<file path="config.mk">
export PLATFORM = sky130hd
export DESIGN_NAME = led_strip_effect_sequencer_top
export DESIGN_NICKNAME = d
export VERILOG_FILES = /design/src/hw/rtl/lses_pkg.sv /design/src/hw/rtl/lses_engine.sv /design/src/hw/rtl/led_strip_effect_sequencer_top.sv
export SDC_FILE = /design/constraint.sdc
export NUM_CORES = 1
export LEC_CHECK = 0
export ABC_CLOCK_PERIOD_IN_PS = 9200
export BUFFER_PORTS_ARGS = -buffer_cell sky130_fd_sc_hd__clkbuf_2
export CAP_MARGIN = 40
export CELL_PAD_IN_SITES_DETAIL_PLACEMENT = 0
export CELL_PAD_IN_SITES_GLOBAL_PLACEMENT = 1
export CORE_ASPECT_RATIO = 1.1
export CORE_UTILIZATION = 44
export DETAILED_ROUTE_END_ITERATION = 16
export MAX_ROUTING_LAYER = met4
export PLACE_DENSITY_LB_ADDON = 0.1
export SKIP_LAST_GASP = 1
export SYNTH_ARGS = -nofsm -noshare
export SYNTH_HDL_FRONTEND = slang
export SYNTH_SLANG_ARGS = --single-unit
export TNS_END_PERCENT = 20
</file>
<file path="constraint.sdc">
create_clock -name i_clk -period 9.2 [get_ports i_clk]
set_input_delay 0.92 -clock i_clk [delete_from_list [all_inputs] [get_ports i_clk]]
set_output_delay 0.92 -clock i_clk [all_outputs]
set_load 0.01 [all_outputs]
</file>
<file path="src/hw/rtl/lses_pkg.sv">
// Shared types and constants for the LED strip effect sequencer.
package lses_pkg;

    // Command codes carried in the input tuser.
    localparam logic [2:0] FN_TICK   = 3'd0;
    localparam logic [2:0] FN_NEXT   = 3'd1;
    localparam logic [2:0] FN_SET    = 3'd2;
    localparam logic [2:0] FN_COLOR  = 3'd3;
    localparam logic [2:0] FN_KELVIN = 3'd4;

    // Effect codes.
    localparam logic [2:0] EFF_OFF     = 3'd0;
    localparam logic [2:0] EFF_ON      = 3'd1;
    localparam logic [2:0] EFF_CHASE   = 3'd2;
    localparam logic [2:0] EFF_DIM     = 3'd3;
    localparam logic [2:0] EFF_FLASH   = 3'd4;
    localparam logic [2:0] EFF_STROBE  = 3'd5;
    localparam logic [2:0] EFF_TEMP    = 3'd6;
    localparam logic [2:0] EFF_THERAPY = 3'd7;

    // Strip limits and effect timing in ticks.
    localparam int          MAX_LEDS       = 256;
    localparam logic [10:0] CHASE_DELAY    = 11'd100;
    localparam logic [10:0] DIM_DELAY      = 11'd10;
    localparam logic [10:0] FLASH_ON_TIME  = 11'd30;
    localparam logic [10:0] FLASH_OFF_TIME = 11'd2000;
    localparam logic [10:0] STROBE_ON_TIME = 11'd100;
    localparam logic [10:0] STROBE_OFF_TIME = 11'd300;
    localparam logic [9:0]  DIM_STEPS      = 10'd510;
    localparam logic [9:0]  DIM_PEAK       = 10'd255;

    localparam int IN_DATA_W  = 48;
    localparam int OUT_DATA_W = 48;

    typedef struct packed {
        logic [7:0] red;
        logic [7:0] green;
        logic [7:0] blue;
    } t_rgb;

    typedef struct packed {
        logic [2:0]  func;
        logic [2:0]  mode_value;
        t_rgb        rgb;
        logic [15:0] kelvin;
    } t_item;

    typedef struct packed {
        logic       show;
        t_rgb       rgb;
        logic [8:0] lit_start;
        logic [8:0] lit_end;
        logic [2:0] effect_now;
    } t_frame;

endpackage

</file>
<file path="src/hw/rtl/lses_engine.sv">
// Effect state and per-item frame computation of the LED strip sequencer.
module lses_engine
    import lses_pkg::*;
(
    input  logic       i_clk,
    input  logic       i_rst_n,
    input  logic       i_step,
    input  t_item      i_item,
    input  logic [8:0] i_strip_len,
    output t_frame     o_frame
);

    localparam logic [9:0] LEN_CAP = (MAX_LEDS < 256) ? 10'(MAX_LEDS) : 10'd256;

    logic [2:0]  r_effect, n_effect;
    t_rgb        r_color,  n_color;
    logic [9:0]  r_step,   n_step;
    logic [10:0] r_wait,   n_wait;

    logic [8:0]  len;
    logic [9:0]  two_len;
    logic [9:0]  chase_s;
    logic [9:0]  chase_nxt;
    logic [8:0]  chase_from;
    logic [9:0]  dim_s;
    logic [9:0]  dim_nxt;
    logic [9:0]  dim_down;
    logic [7:0]  dim_d;
    t_rgb        dim_rgb;
    logic        blink_s;
    t_rgb        kelvin_rgb;
    t_frame      frame;

    // Exact floor(p / 255) for any p up to 255 * 255.
    function automatic logic [7:0] div255(input logic [15:0] p);
        logic [16:0] t;
        t = {1'b0, p} + 17'd1 + {9'd0, p[15:8]};
        return t[15:8];
    endfunction

    function automatic t_rgb kelvin_lut(input logic [15:0] k);
        t_rgb c;
        priority if (k <= 16'd1000) c = '{8'd255, 8'd56,  8'd0};
        else if (k <= 16'd1900)     c = '{8'd255, 8'd147, 8'd41};
        else if (k <= 16'd2700)     c = '{8'd255, 8'd169, 8'd87};
        else if (k <= 16'd3000)     c = '{8'd255, 8'd180, 8'd107};
        else if (k <= 16'd4000)     c = '{8'd255, 8'd209, 8'd163};
        else if (k <= 16'd5000)     c = '{8'd255, 8'd228, 8'd206};
        else if (k <= 16'd6500)     c = '{8'd255, 8'd249, 8'd253};
        else if (k <= 16'd9000)     c = '{8'd214, 8'd255, 8'd255};
        else                        c = '{8'd255, 8'd255, 8'd255};
        return c;
    endfunction

    assign len     = ({1'b0, i_strip_len} > LEN_CAP) ? LEN_CAP[8:0] : i_strip_len;
    assign two_len = {len, 1'b0};

    // Chase position; a stale step beyond the cycle restarts at zero.
    assign chase_s    = (r_step >= two_len) ? 10'd0 : r_step;
    assign chase_nxt  = (chase_s + 10'd1 >= two_len) ? 10'd0 : chase_s + 10'd1;
    assign chase_from = 9'(chase_s - {1'b0, len} + 10'd1);

    // Dim ramp: level climbs 0..254, then falls 255..1.
    assign dim_s    = (r_step >= DIM_STEPS) ? 10'd0 : r_step;
    assign dim_nxt  = (dim_s + 10'd1 >= DIM_STEPS) ? 10'd0 : dim_s + 10'd1;
    assign dim_down = DIM_STEPS - dim_s;
    assign dim_d    = (dim_s < DIM_PEAK) ? dim_s[7:0] : dim_down[7:0];
    assign dim_rgb.red   = div255(16'(r_color.red   * dim_d));
    assign dim_rgb.green = div255(16'(r_color.green * dim_d));
    assign dim_rgb.blue  = div255(16'(r_color.blue  * dim_d));

    assign blink_s    = r_step[0];
    assign kelvin_rgb = kelvin_lut(i_item.kelvin);

    always_comb begin
        n_effect = r_effect;
        n_color  = r_color;
        n_step   = r_step;
        n_wait   = r_wait;
        frame    = '0;
        unique case (i_item.func)
            FN_NEXT: begin
                n_effect = r_effect + 3'd1;
                n_step   = '0;
                n_wait   = '0;
            end
            FN_SET: begin
                n_effect = i_item.mode_value;
                n_step   = '0;
                n_wait   = '0;
            end
            FN_COLOR: begin
                n_color = i_item.rgb;
            end
            FN_KELVIN: begin
                n_color  = kelvin_rgb;
                n_effect = EFF_ON;
                n_step   = '0;
                n_wait   = '0;
            end
            FN_TICK: begin
                unique case (r_effect)
                    EFF_OFF: begin
                        frame.show = 1'b1;
                    end
                    EFF_ON: begin
                        frame.show    = 1'b1;
                        frame.rgb     = r_color;
                        frame.lit_end = len;
                    end
                    EFF_CHASE, EFF_DIM, EFF_FLASH, EFF_STROBE: begin
                        if (r_wait != 11'd0) begin
                            n_wait = r_wait - 11'd1;
                        end else if (r_effect == EFF_CHASE) begin
                            // An empty strip has no chase frames at all.
                            if (len != 9'd0) begin
                                frame.show = 1'b1;
                                frame.rgb  = r_color;
                                if (chase_s < {1'b0, len}) begin
                                    frame.lit_end = chase_s[8:0] + 9'd1;
                                end else begin
                                    frame.lit_start = chase_from;
                                    frame.lit_end   = len;
                                end
                                n_step = chase_nxt;
                                n_wait = CHASE_DELAY - 11'd1;
                            end
                        end else if (r_effect == EFF_DIM) begin
                            frame.show    = 1'b1;
                            frame.rgb     = dim_rgb;
                            frame.lit_end = len;
                            n_step        = dim_nxt;
                            n_wait        = DIM_DELAY - 11'd1;
                        end else begin
                            frame.show = 1'b1;
                            n_step     = {9'd0, ~blink_s};
                            if (!blink_s) begin
                                frame.rgb     = (r_effect == EFF_FLASH) ?
                                                t_rgb'{8'd255, 8'd255, 8'd255} : r_color;
                                frame.lit_end = len;
                                n_wait = ((r_effect == EFF_FLASH) ?
                                          FLASH_ON_TIME : STROBE_ON_TIME) - 11'd1;
                            end else begin
                                n_wait = ((r_effect == EFF_FLASH) ?
                                          FLASH_OFF_TIME : STROBE_OFF_TIME) - 11'd1;
                            end
                        end
                    end
                    default: begin
                        // Temperature and therapy modes never show a frame.
                    end
                endcase
            end
            default: begin
                // Unused command codes leave everything as it is.
            end
        endcase
        frame.effect_now = n_effect;
    end

    assign o_frame = frame;

    always_ff @(posedge i_clk) begin
        if (!i_rst_n) begin
            r_effect <= EFF_OFF;
            r_color  <= '0;
            r_step   <= '0;
            r_wait   <= '0;
        end else if (i_step) begin
            r_effect <= n_effect;
            r_color  <= n_color;
            r_step   <= n_step;
            r_wait   <= n_wait;
        end
    end

    // The strobe and flash cycles only ever hold step 0 or 1 after a frame.
    assert property (@(posedge i_clk) disable iff (!i_rst_n)
        (i_step && (r_effect == EFF_FLASH || r_effect == EFF_STROBE)
         && i_item.func == FN_TICK) |=> (r_step <= 10'd1))
        else $error("blink step out of range");

    // Restarting commands clear the wait counter.
    assert property (@(posedge i_clk) disable iff (!i_rst_n)
        (i_step && (i_item.func == FN_NEXT || i_item.func == FN_SET
         || i_item.func == FN_KELVIN)) |=> (r_wait == 11'd0 && r_step == 10'd0))
        else $error("restart did not clear counters");

    // A waiting tick never shows a frame.
    assert property (@(posedge i_clk) disable iff (!i_rst_n)
        (i_item.func == FN_TICK && r_wait != 11'd0) |-> !o_frame.show)
        else $error("frame shown while waiting");

endmodule

</file>
<file path="src/hw/rtl/led_strip_effect_sequencer_top.sv">
// Top level of the LED strip effect sequencer: stream ports, input and result registers.
// A result enters the result register when its item leaves the input register.
// Throughput: one item per cycle while m_axis_tready holds; the effect state updates in
// the single compute step between the input register and the result register.
// Reset (synchronous, active low) sets effect off, color black, counters zero, strip
// length 8, and empties both registers.
module led_strip_effect_sequencer_top
    import lses_pkg::*;
(
    input  logic                  i_clk,
    input  logic                  i_rst_n,
    input  logic                  i_cfg_wen,
    input  logic [8:0]            i_cfg_wdata,   // strip_length
    input  logic                  s_axis_tvalid,
    output logic                  s_axis_tready,
    // [2:0] mode_value, [10:3] red_in, [18:11] green_in, [26:19] blue_in,
    // [42:27] kelvin, [47:43] zero
    input  logic [IN_DATA_W-1:0]  s_axis_tdata,
    input  logic [2:0]            s_axis_tuser,  // [2:0] func
    output logic                  m_axis_tvalid,
    input  logic                  m_axis_tready,
    // [7:0] red_out, [15:8] green_out, [23:16] blue_out, [32:24] lit_start,
    // [41:33] lit_end, [44:42] effect_now, [47:45] zero
    output logic [OUT_DATA_W-1:0] m_axis_tdata,
    output logic [0:0]            m_axis_tuser   // [0] show
);

    logic [8:0] r_len;
    logic       r_in_valid;
    t_item      r_in_item;
    logic       r_out_valid;
    t_frame     r_out_frame;
    t_frame     frame;
    logic       advance;

    assign advance       = r_in_valid && (!r_out_valid || m_axis_tready);
    assign s_axis_tready = !r_in_valid || advance;

    lses_engine u_engine (
        .i_clk       (i_clk),
        .i_rst_n     (i_rst_n),
        .i_step      (advance),
        .i_item      (r_in_item),
        .i_strip_len (r_len),
        .o_frame     (frame)
    );

    always_ff @(posedge i_clk) begin
        if (!i_rst_n) begin
            r_len       <= 9'd8;
            r_in_valid  <= 1'b0;
            r_out_valid <= 1'b0;
        end else begin
            if (i_cfg_wen) begin
                r_len <= i_cfg_wdata;
            end
            if (s_axis_tready) begin
                r_in_valid <= s_axis_tvalid;
            end
            if (advance) begin
                r_out_valid <= 1'b1;
            end else if (m_axis_tready) begin
                r_out_valid <= 1'b0;
            end
        end
    end

    always_ff @(posedge i_clk) begin
        if (s_axis_tready && s_axis_tvalid) begin
            r_in_item.func       <= s_axis_tuser;
            r_in_item.mode_value <= s_axis_tdata[2:0];
            r_in_item.rgb.red    <= s_axis_tdata[10:3];
            r_in_item.rgb.green  <= s_axis_tdata[18:11];
            r_in_item.rgb.blue   <= s_axis_tdata[26:19];
            r_in_item.kelvin     <= s_axis_tdata[42:27];
        end
        if (advance) begin
            r_out_frame <= frame;
        end
    end

    assign m_axis_tvalid = r_out_valid;
    assign m_axis_tuser  = r_out_frame.show;
    assign m_axis_tdata  = {3'd0, r_out_frame.effect_now, r_out_frame.lit_end,
                            r_out_frame.lit_start, r_out_frame.rgb.blue,
                            r_out_frame.rgb.green, r_out_frame.rgb.red};

    // A held input item always leaves once the result register can take it.
    assert property (@(posedge i_clk) disable iff (!i_rst_n)
        (r_in_valid && (!r_out_valid || m_axis_tready)) |=> r_out_valid)
        else $error("result lost after compute step");

    // A result without a frame carries a black, empty range.
    assert property (@(posedge i_clk) disable iff (!i_rst_n)
        (r_out_valid && !r_out_frame.show) |->
        (r_out_frame.rgb == '0 && r_out_frame.lit_start == 9'd0
         && r_out_frame.lit_end == 9'd0))
        else $error("dark result carries data");

    // A lit range never runs backward.
    assert property (@(posedge i_clk) disable iff (!i_rst_n)
        r_out_valid |-> (r_out_frame.lit_start <= r_out_frame.lit_end))
        else $error("lit range inverted");

endmodule
</file>
==> parameters.txt <==
Parameter                              Value

Status
  Run status    completed

Critical path
  Arrival time at the worst endpoint    8.83 ns
  Critical path buffer and inverter count    6
  Stage delay of the slowest cell on the critical path    0.53 ns
  Cell family contributing the most delay on the critical path    adder cells
  Worst Path Required    9.37 ns
  Depth of the most critical reg-to-reg path    36
  Crit Reg-Reg Startpoint    u_engine.r_step[5]
  Slowest-stage cell, CP    sky130_fd_sc_hd__fa_1
  Largest driver fanout on the critical path    23
  Crit end category    register
  Critical Path Start    u_engine.r_step[5]
  Crit. path cell count    36
  CP dominant cell by count    sky130_fd_sc_hd__fa_1
  Startpoint Class    register
  Category of the critical setup timing path    register to register

Detailed routing
  Drc violations    0
  Number of routed nets with antenna violations    0
  First-iteration detailed-routing DRC count    715
  Final wirelength    43.71 mm
  Routed via count divided by cell count    5.468
  First-pass detailed-route iteration total    5
  Number of vias after detailed routing    13,160
  WL per Instance    18.17 µm

Logic synthesis
  Number of enable flip-flop cells after synthesis    92
  Synth warn    0
  Synth Cell Area    16,290 µm²
  Fraction of registers with async set or reset after synthesis    0%
  Number of standard cells after synthesis    1,827
  Number of distinct standard cells referenced by the synthesized netlist    102
  Number of storage elements in the synthesis netlist    151
  Mean area per synthesized cell    8.917 µm²
  Post-synthesis sequential area ratio    24.21%
  Primary FF master, synth    sky130_fd_sc_hd__edfxtp_1

Timing
  Final WS setup    0.5472 ns
  Fin crit period    8.653 ns
  Unrepaired setup endpoints after global routing    false
  Max-Slew Margin vs Limit    44.27%
  Highest clock frequency the design can meet    0.1156 GHz
  Worst clock skew    0.01262 ns
  Period utilisation layout    94.05%
  Setup TNS    0 ns
  Final count of pins violating max slew    0
  Setup violation total in the final timing report    0
  Final-report hold violation count    0
  Slew of the pin with the lowest slew margin    0.8359 ns

Global route
  Total grt overflow    0
  Global-route total usage across every layer    24.83%
  Pin count of the biggest net entering global routing    43
  Global-route wire length before repair    70.84 mm
  Antenna violations before repair    1
  Via count of the first global-routing pass    13,320

Floorplanning
  Boundary Pins    116
  Die outline area    37,800 µm²
  Die Y    203.8 µm
  Number of rows created at floorplan    73
  Initial core utilization    44.82%
  Placeable core area    36,350 µm²
  Width of the chip    185.5 µm

Power and ir drop
  Worst supply voltage drop on vdd    0.1512 mV
  Overall power consumption    1660 µW
  Proportion of power drawn by the clock network    42.7%
  Internal power consumption    1179 µW
  Proportion of power drawn by flip-flops and latches    47.1%
  Leakage Power    0.008335 µW
  Sw Pwr    480.4 µW
  Proportion of total power due to net switching    28.94%
  Fraction of power consumed by combinational cells    10.2%
  Power per unit of standard cell area    92.24 nW/µm²

Layout
  Multi-input gate area    11,200 µm²
  Number of nets in the final layout    2,255
  Fillers    3,574
  Area growth syn-to-layout    10.45%
  Share of layout cells above drive strength 1    12.04%
  Area used by sequential logic in the layout    3944 µm²

Placed design
  Count of buffers from port buffering    107
  Hpwl dp    34.02 mm
  Final weighted congestion in routability-driven placement    0.8742
  Worst setup slack before clock tree synthesis    0.4135 ns

Worst hold path
  Hold-critical path depth    2
  Min-delay src    u_engine.r_wait[3]
  Worst min path class    register to register

Clock network
  Number of clock buffers inserted by TritonCTS    17
  Clock latency at the later pin of the worst-skew pair    0.44 ns
  H-tree Lvls    4
  Max Root-Sink Buffers    2
  Quantity of hold-fixing buffers added after cts    0
  Clock tree sinks    151
  CTS tree    built
  Register clock-pin slew on the reported worst setup and hold paths    0.07 ns
  Clock tree root buffer cell    sky130_fd_sc_hd__clkbuf_16

Flow run
  Count of maximum capacitance violations    0
area by class of cell:
type / instances / share of cell area [%]
multi-input combinational: 1388 / 62.27
clock buffer: 17 / 2.364
inverter: 202 / 4.214
sequential: 151 / 21.92
antenna: 1 / 0.01391
clock inverter: 15 / 1.022
tap: 487 / 3.386
timing repair buffer: 145 / 4.819
per-layer routing:
metal  vias up  wire (µm)  global-route usage, %  share of wire, %
met5         -          0                      -                 0
met4         0        847                  6.228               1.9
met3        51       1975                  4.312               4.5
met2       287      20800                  40.05                48
met1      6384      20090                  32.16                46
li1       6434          -                      -                 -
cells in the final DEF (no fill, tap or decap), types with 35 or more instances in the layout:
master / n
sky130_fd_sc_hd__fa_1: 112
sky130_fd_sc_hd__nor3_1: 35
sky130_fd_sc_hd__dfxtp_1: 59
sky130_fd_sc_hd__xnor2_1: 52
sky130_fd_sc_hd__clkbuf_2: 107
sky130_fd_sc_hd__nand2_1: 138
sky130_fd_sc_hd__and2_1: 172
sky130_fd_sc_hd__a21oi_1: 110
sky130_fd_sc_hd__ha_1: 173
sky130_fd_sc_hd__inv_1: 200
sky130_fd_sc_hd__edfxtp_1: 92
sky130_fd_sc_hd__nand3_1: 37
sky130_fd_sc_hd__nor2_1: 98
sky130_fd_sc_hd__o21ai_0: 81
cell usage after synthesis, types with 52 or more instances:
| cell type | instances | share of area, % |
|---|---|---|
| sky130_fd_sc_hd__edfxtp_1 | 92 | 17 |
| sky130_fd_sc_hd__a21oi_1 | 110 | 3.4 |
| sky130_fd_sc_hd__ha_1 | 173 | 13 |
| sky130_fd_sc_hd__inv_1 | 200 | 4.6 |
| sky130_fd_sc_hd__dfxtp_1 | 59 | 7.2 |
| sky130_fd_sc_hd__clkbuf_1 | 67 | 1.5 |
| sky130_fd_sc_hd__and2_1 | 173 | 6.6 |
| sky130_fd_sc_hd__o21ai_0 | 83 | 2.5 |
| sky130_fd_sc_hd__nand2_1 | 138 | 3.2 |
| sky130_fd_sc_hd__fa_1 | 112 | 14 |
| sky130_fd_sc_hd__xnor2_1 | 52 | 2.8 |
| sky130_fd_sc_hd__nor2_1 | 100 | 2.3 |
worst reg2reg max path: cells and delay by family (launching register included):
family	cells	cell delay (ns)
buf+inv	6	0.76
fa+ha+maj	9	3.70
xor+xnor	3	0.62
compound gates	10	1.96
flops	1	0.31
simple gates	8	1.08
cells by family after synthesis:
family                   after synthesis  synth area share [%]
flip-flops                           151                 24.21
XOR/XNOR                              83                 4.708
AND/OR/NAND/NOR                      595                 19.19
adder cells (fa/ha/maj)              289                 27.30
AO/OA/AOI/OAI                        408                 16.81
other                                  1               0.02302
multiplexers                          10                0.6221
buffers and inverters                290                 7.135
sequential cells by signal (all words and copies together), names as in the netlist:
signal             count
m_axis_tdata          45
m_axis_tuser           1
m_axis_tvalid          1
r_in_item             46
r_in_valid             1
r_len                  9
u_engine.r_color      24
u_engine.r_effect      3
u_engine.r_step       10
u_engine.r_wait       11
power by group through the flow:
stage,sequential (µW),combinational [µW],clock (µW)
after floorplan,781,115,0
after global placement,797,165,0
after detailed placement,797,169,0
after CTS,782,170,723
after global routing,786,189,751
final,782,169,708
metrics by stage:
stage	cells	utilization, %	hold slack (ns)	area (µm²)
floorplan	1829	-	0.4576	16300
global placement	2365	47.55	0.4775	17280
detailed placement	2370	47.74	0.4853	17360
CTS	2402	49.42	0.4936	17960
global route	2406	49.50	0.5092	17990
finish	2406	49.50	0.4898	17990
worst paths after layout:
kind	endpoint	slack [ns]
max	m_axis_tdata[21]	0.55
min	u_engine.r_wait[3]	0.49
max reg2reg	m_axis_tdata[21]	0.55
min reg2reg	u_engine.r_wait[3]	0.49
repair_timing:
action | in CTS | in global routing
endpoints found under the setup margin | 0 | 5
setup buffers | 0 | 3
resized for setup | 0 | 2
Note: power is estimated with default switching activity, not from simulation.
